[config.mk]
export PLATFORM = sky130hd
export DESIGN_NAME = first_fit_table_allocator_core_flat
export DESIGN_NICKNAME = d
export VERILOG_FILES = /design/src/hw/rtl/ffta_pkg.sv /design/src/hw/rtl/ffta_if.sv /design/src/hw/rtl/ffta_alu.sv /design/src/hw/rtl/ffta_rec_mem.sv /design/src/hw/rtl/first_fit_table_allocator_core.sv /design/src/flat_wrapper.sv
export SDC_FILE = /design/constraint.sdc
export NUM_CORES = 1
export LEC_CHECK = 0
export BUFFER_PORTS_ARGS = -buffer_cell sky130_fd_sc_hd__buf_2
export CAP_MARGIN = 20
export CORE_UTILIZATION = 55
export CTS_CLUSTER_DIAMETER = 60
export DETAILED_ROUTE_END_ITERATION = 8
export GPL_ROUTABILITY_DRIVEN = 1
export PLACE_DENSITY = 0.71
export RECOVER_POWER = 25
export SYNTH_ARGS = -nofsm -noshare
export SYNTH_HDL_FRONTEND = slang
export SYNTH_HIERARCHICAL = 1
export SYNTH_SLANG_ARGS = --single-unit
[constraint.sdc]
create_clock -name clk -period 7.47 [get_ports clk]
set_clock_uncertainty 0.05 [all_clocks]
set_input_delay 1.8675 -clock clk [delete_from_list [all_inputs] [get_ports clk]]
set_output_delay 1.8675 -clock clk [all_outputs]
set_load 0.1 [all_outputs]
[src/hw/rtl/ffta_pkg.sv]
`default_nettype none
package ffta_pkg;

  localparam int DEF_TABLE_ENTRIES = 16;
  localparam int DEF_ADDR_BITS     = 16;

  localparam int OP_W   = 2;
  localparam int ADDR_W = 16;
  localparam int SIZE_W = 16;
  localparam int ST_W   = 3;
  localparam int DATA_W = 32;
  localparam int PADDR_W = 2;

  localparam logic [OP_W-1:0] OP_ALLOC    = 2'd0;
  localparam logic [OP_W-1:0] OP_FREE     = 2'd1;
  localparam logic [OP_W-1:0] OP_FREE_ALL = 2'd2;

  localparam logic [ST_W-1:0] STAT_REUSED    = 3'd0;
  localparam logic [ST_W-1:0] STAT_NEW       = 3'd1;
  localparam logic [ST_W-1:0] STAT_FULL      = 3'd2;
  localparam logic [ST_W-1:0] STAT_FREED     = 3'd3;
  localparam logic [ST_W-1:0] STAT_NOT_FOUND = 3'd4;
  localparam logic [ST_W-1:0] STAT_ALL_FREED = 3'd5;

  typedef struct packed {
    logic ge;
    logic eq;
  } ffta_flags_t;

endpackage
`default_nettype wire

[src/hw/rtl/ffta_if.sv]
`default_nettype none
interface ffta_in_if import ffta_pkg::*; ();
  logic              valid;
  logic              ready;
  logic [OP_W-1:0]   operation;
  logic [SIZE_W-1:0] request_size;
  logic [ADDR_W-1:0] block_address;

  modport source (output valid, operation, request_size, block_address, input ready);
  modport sink   (input valid, operation, request_size, block_address, output ready);
endinterface

interface ffta_out_if import ffta_pkg::*; ();
  logic              valid;
  logic              ready;
  logic [ADDR_W-1:0] result_address;
  logic [ST_W-1:0]   status;

  modport source (output valid, result_address, status, input ready);
  modport sink   (input valid, result_address, status, output ready);
endinterface
`default_nettype wire

[src/hw/rtl/ffta_alu.sv]
`default_nettype none
module ffta_alu import ffta_pkg::*; #(
  parameter int W = 16
) (
  input  wire logic [W-1:0] a,
  input  wire logic [W-1:0] b,
  output logic      [W-1:0] diff,
  output ffta_flags_t       flags
);

  logic [W:0] full_diff;

  // one subtractor serves size compare, address match and pointer update
  assign full_diff = {1'b0, a} - {1'b0, b};
  assign diff      = full_diff[W-1:0];
  assign flags.ge  = ~full_diff[W];
  assign flags.eq  = (full_diff == '0);

endmodule
`default_nettype wire

[src/hw/rtl/ffta_rec_mem.sv]
`default_nettype none
module ffta_rec_mem #(
  parameter int DEPTH = 16,
  parameter int DW    = 33
) (
  input  wire logic                     clk,
  input  wire logic                     we,
  input  wire logic [$clog2(DEPTH)-1:0] waddr,
  input  wire logic [DW-1:0]            wdata,
  input  wire logic [$clog2(DEPTH)-1:0] raddr,
  output logic      [DW-1:0]            rdata
);

  logic [DW-1:0] mem_r [DEPTH];

  always_ff @(posedge clk) begin
    if (we) begin
      mem_r[waddr] <= wdata;
    end
  end

  always_ff @(posedge clk) begin
    rdata <= mem_r[raddr];
  end

endmodule
`default_nettype wire

[src/hw/rtl/first_fit_table_allocator_core.sv]
// free_all and unknown ops go from accept straight to S_DONE and the result word
// alloc scans the used records in S_SCAN, then appends in S_APPEND on a miss; free scans the used records
// one record read per cycle from the record memory through the shared subtractor
// one word in flight: ready only while idle
// a result word held by out_ch.ready stalls the next result in S_DONE until it drains
// reset: rst_n synchronous, clears pointer, count, base and output valid; records are not cleared
`default_nettype none
module first_fit_table_allocator_core import ffta_pkg::*; #(
  parameter int TABLE_ENTRIES = DEF_TABLE_ENTRIES,
  parameter int ADDR_BITS     = DEF_ADDR_BITS
) (
  input  wire logic               clk,
  input  wire logic               rst_n,
  ffta_in_if.sink                 in_ch,
  ffta_out_if.source              out_ch,
  input  wire logic               psel,
  input  wire logic               penable,
  input  wire logic               pwrite,
  input  wire logic [PADDR_W-1:0] paddr,
  input  wire logic [DATA_W-1:0]  pwdata,
  output logic      [DATA_W-1:0]  prdata,
  output logic                    pready
);

  localparam int IW = $clog2(TABLE_ENTRIES);
  localparam int CW = $clog2(TABLE_ENTRIES + 1);
  localparam int UW = (ADDR_BITS > ADDR_W) ? ADDR_BITS : ADDR_W;
  localparam int RW = ADDR_BITS + SIZE_W + 1;

  localparam logic [1:0] S_IDLE   = 2'd0;
  localparam logic [1:0] S_SCAN   = 2'd1;
  localparam logic [1:0] S_APPEND = 2'd2;
  localparam logic [1:0] S_DONE   = 2'd3;

  logic [1:0]           state_r, state_nxt;
  logic [CW-1:0]        idx_r, idx_nxt;
  logic                 chk_v_r, chk_v_nxt;
  logic [IW-1:0]        chk_idx_r, chk_idx_nxt;
  logic [CW-1:0]        used_r, used_nxt;
  logic [ADDR_BITS-1:0] fp_r, fp_nxt;
  logic [ADDR_W-1:0]    base_r;
  logic [OP_W-1:0]      op_r;
  logic [SIZE_W-1:0]    req_r;
  logic [ADDR_BITS-1:0] baddr_r;
  logic [ADDR_W-1:0]    res_addr_r, res_addr_nxt;
  logic [ST_W-1:0]      res_st_r, res_st_nxt;
  logic                 out_v_r, out_v_nxt;
  logic [ADDR_W-1:0]    out_addr_r, out_addr_nxt;
  logic [ST_W-1:0]      out_st_r, out_st_nxt;

  logic                 in_acc;
  logic                 mem_we;
  logic [IW-1:0]        mem_waddr;
  logic [RW-1:0]        mem_wdata;
  logic [RW-1:0]        rec_rd;
  logic [ADDR_BITS-1:0] rec_addr;
  logic [SIZE_W-1:0]    rec_size;
  logic                 rec_free;
  logic [UW-1:0]        alu_a, alu_b, alu_diff;
  ffta_flags_t          alu_flags;
  logic [ADDR_BITS-1:0] new_fp;
  logic                 hit;
  logic                 last_chk;

  // apb register
  assign pready = 1'b1;
  assign prdata = DATA_W'(base_r);

  always_ff @(posedge clk) begin
    if (!rst_n) begin
      base_r <= '0;
    end else if (psel && penable && pwrite && (paddr == '0)) begin
      base_r <= pwdata[ADDR_W-1:0];
    end
  end

  assign in_ch.ready   = (state_r == S_IDLE);
  assign in_acc        = in_ch.valid && in_ch.ready;
  assign out_ch.valid          = out_v_r;
  assign out_ch.result_address = out_addr_r;
  assign out_ch.status         = out_st_r;

  ffta_rec_mem #(
    .DEPTH (TABLE_ENTRIES),
    .DW    (RW)
  ) u_mem (
    .clk   (clk),
    .we    (mem_we),
    .waddr (mem_waddr),
    .wdata (mem_wdata),
    .raddr (idx_r[IW-1:0]),
    .rdata (rec_rd)
  );

  assign rec_addr = rec_rd[ADDR_BITS-1:0];
  assign rec_size = rec_rd[ADDR_BITS +: SIZE_W];
  assign rec_free = rec_rd[RW-1];

  always_comb begin
    priority if (state_r == S_APPEND) begin
      alu_a = UW'(fp_r);
      alu_b = UW'(req_r);
    end else if (op_r == OP_FREE) begin
      alu_a = UW'(rec_addr);
      alu_b = UW'(baddr_r);
    end else begin
      alu_a = UW'(rec_size);
      alu_b = UW'(req_r);
    end
  end

  ffta_alu #(.W(UW)) u_alu (
    .a     (alu_a),
    .b     (alu_b),
    .diff  (alu_diff),
    .flags (alu_flags)
  );

  assign new_fp   = alu_diff[ADDR_BITS-1:0];
  assign hit      = (op_r == OP_ALLOC) ? (rec_free && alu_flags.ge) : alu_flags.eq;
  assign last_chk = ((CW'(chk_idx_r) + CW'(1)) == used_r);

  always_comb begin
    state_nxt    = state_r;
    idx_nxt      = idx_r;
    chk_v_nxt    = 1'b0;
    chk_idx_nxt  = chk_idx_r;
    used_nxt     = used_r;
    fp_nxt       = fp_r;
    res_addr_nxt = res_addr_r;
    res_st_nxt   = res_st_r;
    out_v_nxt    = out_v_r && !out_ch.ready;
    out_addr_nxt = out_addr_r;
    out_st_nxt   = out_st_r;
    mem_we       = 1'b0;
    mem_waddr    = chk_idx_r;
    mem_wdata    = {op_r == OP_FREE, rec_size, rec_addr};
    unique case (state_r)
      S_IDLE: begin
        if (in_acc) begin
          res_addr_nxt = '0;
          res_st_nxt   = STAT_NOT_FOUND;
          state_nxt    = S_DONE;
          priority if (in_ch.operation == OP_FREE_ALL) begin
            fp_nxt     = ADDR_BITS'(UW'(base_r));
            used_nxt   = '0;
            res_st_nxt = STAT_ALL_FREED;
          end else if (in_ch.operation == OP_ALLOC || in_ch.operation == OP_FREE) begin
            if (used_r != '0) begin
              state_nxt = S_SCAN;
              idx_nxt   = '0;
            end else if (in_ch.operation == OP_ALLOC) begin
              state_nxt = S_APPEND;
            end
          end else begin
            res_st_nxt = STAT_NOT_FOUND;
          end
        end
      end
      S_SCAN: begin
        if (idx_r < used_r) begin
          chk_v_nxt   = 1'b1;
          chk_idx_nxt = idx_r[IW-1:0];
          idx_nxt     = idx_r + CW'(1);
        end
        if (chk_v_r) begin
          if (hit) begin
            mem_we    = 1'b1;
            state_nxt = S_DONE;
            if (op_r == OP_ALLOC) begin
              res_addr_nxt = ADDR_W'(UW'(rec_addr));
              res_st_nxt   = STAT_REUSED;
            end else begin
              res_st_nxt = STAT_FREED;
              if (last_chk) begin
                used_nxt = used_r - CW'(1);
              end
            end
          end else if (last_chk) begin
            if (op_r == OP_ALLOC) begin
              state_nxt = S_APPEND;
            end else begin
              state_nxt = S_DONE;
            end
          end
        end
      end
      S_APPEND: begin
        fp_nxt       = new_fp;
        res_addr_nxt = ADDR_W'(UW'(new_fp));
        state_nxt    = S_DONE;
        if (used_r != CW'(TABLE_ENTRIES)) begin
          mem_we     = 1'b1;
          mem_waddr  = used_r[IW-1:0];
          mem_wdata  = {1'b0, req_r, new_fp};
          used_nxt   = used_r + CW'(1);
          res_st_nxt = STAT_NEW;
        end else begin
          res_st_nxt = STAT_FULL;
        end
      end
      S_DONE: begin
        if (!out_v_r || out_ch.ready) begin
          out_v_nxt    = 1'b1;
          out_addr_nxt = res_addr_r;
          out_st_nxt   = res_st_r;
          state_nxt    = S_IDLE;
        end
      end
      default: begin
        state_nxt = S_IDLE;
      end
    endcase
  end

  always_ff @(posedge clk) begin
    if (!rst_n) begin
      state_r <= S_IDLE;
      chk_v_r <= 1'b0;
      used_r  <= '0;
      fp_r    <= '0;
      out_v_r <= 1'b0;
    end else begin
      state_r <= state_nxt;
      chk_v_r <= chk_v_nxt;
      used_r  <= used_nxt;
      fp_r    <= fp_nxt;
      out_v_r <= out_v_nxt;
    end
  end

  always_ff @(posedge clk) begin
    idx_r      <= idx_nxt;
    chk_idx_r  <= chk_idx_nxt;
    res_addr_r <= res_addr_nxt;
    res_st_r   <= res_st_nxt;
    out_addr_r <= out_addr_nxt;
    out_st_r   <= out_st_nxt;
    if (in_acc) begin
      op_r    <= in_ch.operation;
      req_r   <= in_ch.request_size;
      baddr_r <= ADDR_BITS'(UW'(in_ch.block_address));
    end
  end

  a_used_bound: assert property (@(posedge clk) disable iff (!rst_n)
    used_r <= CW'(TABLE_ENTRIES))
    else $error("used count beyond table size");

  a_scan_nonempty: assert property (@(posedge clk) disable iff (!rst_n)
    state_r == S_SCAN |-> used_r != '0)
    else $error("scan with empty table");

  a_write_state: assert property (@(posedge clk) disable iff (!rst_n)
    mem_we |-> (state_r == S_SCAN || state_r == S_APPEND))
    else $error("record write outside scan or append");

  a_append_slot: assert property (@(posedge clk) disable iff (!rst_n)
    mem_we && state_r == S_APPEND |=> used_r == $past(used_r) + CW'(1))
    else $error("append did not grow the table");

  a_free_all: assert property (@(posedge clk) disable iff (!rst_n)
    in_acc && in_ch.operation == OP_FREE_ALL |=> used_r == '0 && state_r == S_DONE)
    else $error("free all did not empty the table");

endmodule
`default_nettype wire

[src/flat_wrapper.sv]
// flat-port wrapper written by rule: the top's interface ports become plain ports
module first_fit_table_allocator_core_flat import ffta_pkg::*;
#(
  parameter int TABLE_ENTRIES = DEF_TABLE_ENTRIES,
  parameter int ADDR_BITS     = DEF_ADDR_BITS
)
  (clk, rst_n, psel, penable, pwrite, paddr, pwdata, prdata, pready, in_ch_valid, in_ch_operation, in_ch_request_size, in_ch_block_address, in_ch_ready, out_ch_valid, out_ch_result_address, out_ch_status, out_ch_ready);
  ffta_in_if in_ch_i ();
  ffta_out_if out_ch_i ();
  input  wire logic clk;
  input  wire logic rst_n;
  input  wire logic psel;
  input  wire logic penable;
  input  wire logic pwrite;
  input  wire logic [PADDR_W-1:0] paddr;
  input  wire logic [DATA_W-1:0] pwdata;
  output logic      [DATA_W-1:0] prdata;
  output logic pready;
  input wire logic [$bits(in_ch_i.valid)-1:0] in_ch_valid;
  input wire logic [$bits(in_ch_i.operation)-1:0] in_ch_operation;
  input wire logic [$bits(in_ch_i.request_size)-1:0] in_ch_request_size;
  input wire logic [$bits(in_ch_i.block_address)-1:0] in_ch_block_address;
  output wire logic [$bits(in_ch_i.ready)-1:0] in_ch_ready;
  output wire logic [$bits(out_ch_i.valid)-1:0] out_ch_valid;
  output wire logic [$bits(out_ch_i.result_address)-1:0] out_ch_result_address;
  output wire logic [$bits(out_ch_i.status)-1:0] out_ch_status;
  input wire logic [$bits(out_ch_i.ready)-1:0] out_ch_ready;
  assign in_ch_i.valid = in_ch_valid;
  assign in_ch_i.operation = in_ch_operation;
  assign in_ch_i.request_size = in_ch_request_size;
  assign in_ch_i.block_address = in_ch_block_address;
  assign in_ch_ready = in_ch_i.ready;
  assign out_ch_valid = out_ch_i.valid;
  assign out_ch_result_address = out_ch_i.result_address;
  assign out_ch_status = out_ch_i.status;
  assign out_ch_i.ready = out_ch_ready;
  first_fit_table_allocator_core #(.TABLE_ENTRIES(TABLE_ENTRIES), .ADDR_BITS(ADDR_BITS)) u_core (.clk(clk), .rst_n(rst_n), .in_ch(in_ch_i), .out_ch(out_ch_i), .psel(psel), .penable(penable), .pwrite(pwrite), .paddr(paddr), .pwdata(pwdata), .prdata(prdata), .pready(pready));
endmodule
==> results.py <==
metrics = {
    "sta": {
        "setup_viol": 0,
        "finalCritPeriodShare": 0.9439,
        "holdWs_ns": 0.3661,
        "worst_pin_slew_ns": 3.915,
        "post-route-min-period_ns": 7.051,
        "rsz0062_at_grt": "no",
        "tns_ns": 0,
        "hold_viol_final": 0,
        "max_freq_mhz": 141.8,
        "slew_violations": 345,
        "relSlewSlack": -1.610,
    },
    "yosys": {
        "syn_avg_cell_area_um2": 17.38,
        "ys_ff_latch": 683,
        "syn_inst": 1584,
        "synth_edf_count": 609,
        "yosysSeqAreaShare": 0.7180,
        "synth_area_leader_cell": "edfxtp_1",
        "netlist_top_cells_count": "edfxtp_1 (609), nand2_1 (195), mux4_2 (113)",
        "synthArstFlopShare": 0,
        "yosys_most_used_dff": "edfxtp_1",
        "synth_area_leaders": "edfxtp_1 (66%), mux4_2 (9.2%), dfxtp_1 (5.4%)",
        "yosysMostFrequentCell": "edfxtp_1",
        "yosysUniqueCellTypes": 70,
        "syn_area_um2": 27540,
        "yosysWarnings": 6,
        "synth_top_area_frac": 0.6642,
    },
    "route": {
        "wl_per_cell_um": 25.70,
        "drt_iter0_markers": 1467,
        "totalWireLength_mm": 62.38,
        "drcViolationCount": 0,
        "route.vias.total": 14910,
        "viasPerCell": 6.145,
        "first_pass_iters": 6,
        "ant_nets": 0,
    },
    "clock_tree": {
        "postCtsHoldBufs": 0,
        "cts_setup_buffers": 0,
        "insertion_delay_ns": 0.61,
        "ctsHtreeMaxLevel": 3,
        "ctsResizeCount": 0,
        "clock_sinks": 683,
        "max-clock-path-buffers": 3,
        "root_buffer": "clkbuf_16",
        "cts_tree": "yes",
        "path_clk_slew_ns": 0.06,
        "numCtsBuffers": 71,
    },
    "cells_and_area": {
        "nets": 1815,
        "antennaDiodeCount": 0,
        "finalNonFillerCells": 2427,
        "area_growth_pct": 12.55,
        "drive_above_1_share": 0.2019,
    },
    "die": {
        "dieArea_um2": 50960,
        "initial_core_util": 0.5602,
        "die_y_um": 225.8,
        "num_rows": 81,
        "fp.dieW_um": 225.8,
        "fp.coreArea_um2": 49150,
        "ios": 129,
    },
    "worst_setup_path": {
        "criticalPathCategory": "reg2reg",
        "startpoint_type": "flop",
        "cp.required_ns": 7.64,
        "regToRegSetupSlack_ns": 0.42,
        "r2r_start": "u_core/state_r[0]$_SDFFE_PN0P_",
        "crit_arrival_ns": 7.22,
        "crit_fanout": 42,
        "r2r_cells": 21,
        "r2r_end": "u_core/u_mem/mem_r[8][17]$_DFFE_PP_",
        "end_kind": "flop",
    },
    "worst_hold_path": {
        "min_to": "u_core/out_ch.result_address[5]$_DFFE_PP_",
        "hold_depth": 0,
        "min_path_type": "reg2reg",
        "hold_start": "u_core/res_addr_r[5]$_DFFE_PP_",
    },
    "placement": {
        "hpwlAfterDp_mm": 35.53,
        "portBuffers": 95,
        "placedCellCount": 2298,
        "gp_congestion": 0.8977,
    },
    "global_routing": {
        "grt_pass1_wl_mm": 92.09,
        "track_usage": 0.2519,
        "antenna_found_initial": 0,
        "grt_overflow_total": 0,
        "grt_max_degree": 136,
        "grt_pass1_vias": 14530,
    },
    "flow_run": {
        "cap_viol_max_count": 5,
    },
    "pwr": {
        "p_leak_nw": 10.38,
        "peakVddDrop_mv": 0.3499,
        "p_per_area_nw_per_um2": 424.8,
    },
    "run_status": {
        "violations": "max-capacitance violations, max-slew violations",
        "status": "finished, violations left",
    },
}
## sequential cells by signal, summed over array words and instances (netlist names)
name                          cells
u_core/u_mem/rdata               33
u_core/u_mem/mem_r              528
u_core/fp_r                      16
u_core/used_r                     5
u_core/chk_idx_r                  4
u_core/out_ch.status              3
u_core/chk_v_r                    1
u_core/state_r                    2
u_core/req_r                     16
u_core/out_ch.result_address     16
u_core/res_addr_r                16
u_core/idx_r                      5
u_core/out_ch.valid               1
u_core/op_r                       2
u_core/res_st_r                   3
u_core/baddr_r                   16
u_core/base_r                    16
## report_power, final
group / internal (mW) / total [mW] / switching, mW / leakage, nW
sequential: 5.23 / 5.49 / 0.260 / 6.16
combinational: 1.58 / 4.32 / 2.74 / 3.13
clock: 1.94 / 3.35 / 1.41 / 1.08
total: 8.75 / 13.2 / 4.41 / 10.4
## routing by layer
layer  global-route usage  wire (µm)  vias up
met3              0.04476       5621      105
met4              0.08317       1584        0
met2               0.3965      29670      760
met5                    0          0        -
met1               0.3594      25500     7594
li1                     -          -     6455
## critical path: stages (launching register included)
cell      delay (ns)
dfxtp_1         0.32
inv_1           0.11
ha_1            0.24
buf_4           0.35
buf_4           0.50
o21ai_0         0.21
ha_1            0.39
o21a_1          0.22
o21ai_1         0.19
a21oi_2         0.05
or3_1           0.33
a2111o_1        0.40
or4_1           0.43
or4_1           0.46
nor4b_2         0.31
nor2b_1         0.17
a31oi_1         0.09
nand3b_1        0.21
a21oi_1         0.34
nand3b_1        0.39
nor3_4          0.23
buf_4           0.61
## cells by family after synthesis
| kind of cell | synth area share |
|---|---|
| AOI/OAI and AO/OA | 0.05171 |
| DFF | 0.7180 |
| adders and majority gates | 0.01463 |
| buffers and inverters | 0.02686 |
| xor gates and xnor gates | 0.006998 |
| muxes | 0.1305 |
| and+or+nand+nor | 0.05103 |
| other | 0.0002727 |
## through the flow
| stage | setup slack (ns) | power [mW] | area [µm²] | util |
|---|---|---|---|---|
| after floorplan | 0.2878 | 8.529 | 27610 | - |
| after global placement | 0.7690 | 9.580 | 28860 | 0.5871 |
| after detailed placement | 0.6115 | 9.735 | 28860 | 0.5871 |
| after CTS | 0.5908 | 13.08 | 31080 | 0.6324 |
| after global routing | 0.1084 | 13.76 | 30990 | 0.6305 |
| final | 0.4190 | 13.16 | 30990 | 0.6305 |
## worst max path at each step
stage,end,from,cells after the start,slack [ns]
3_5_place_dp,u_core/u_mem/mem_r[12][3]$_DFFE_PP_,u_core/state_r[0]$_SDFFE_PN0P_,21,0.61
6_report,u_core/u_mem/mem_r[8][17]$_DFFE_PP_,u_core/state_r[0]$_SDFFE_PN0P_,21,0.42
5_1_grt,u_core/u_mem/mem_r[12][19]$_DFFE_PP_,u_core/state_r[0]$_SDFFE_PN0P_,21,0.11
2_1_floorplan,u_core/u_mem/mem_r[1][0]$_DFFE_PP_,u_core/state_r[0]$_SDFFE_PN0P_,22,0.29
4_1_cts,u_core/u_mem/mem_r[12][19]$_DFFE_PP_,u_core/state_r[0]$_SDFFE_PN0P_,21,0.59
3_3_place_gp,u_core/u_mem/mem_r[12][19]$_DFFE_PP_,u_core/state_r[0]$_SDFFE_PN0P_,21,0.77
## layout make-up
type / count / area [µm²]
Clock buffer: 96 / 2017
Clock inverter: 31 / 211.5
Fill cell: 3485 / 18160
Inverter: 34 / 127.6
Multi-Input combinational cell: 785 / 7248
Sequential cell: 683 / 19770
Tap cell: 664 / 830.8
Timing Repair Buffer: 134 / 787.0
## layout by cell type (no fill, tap or decap), types with 20 or more instances in the layout
| master | count |
|---|---|
| edfxtp_1 | 609 |
| nand2_1 | 195 |
| mux4_2 | 113 |
| a22oi_1 | 82 |
| clkbuf_16 | 76 |
| dfxtp_1 | 74 |
| buf_2 | 60 |
| clkbuf_1 | 57 |
| nor2_1 | 56 |
| mux2i_1 | 37 |
| inv_1 | 34 |
| a21oi_1 | 32 |
| o21ai_0 | 29 |
| ha_1 | 29 |
| buf_4 | 24 |
| a211oi_1 | 20 |
Note: power is estimated with default switching activity, not from simulation.
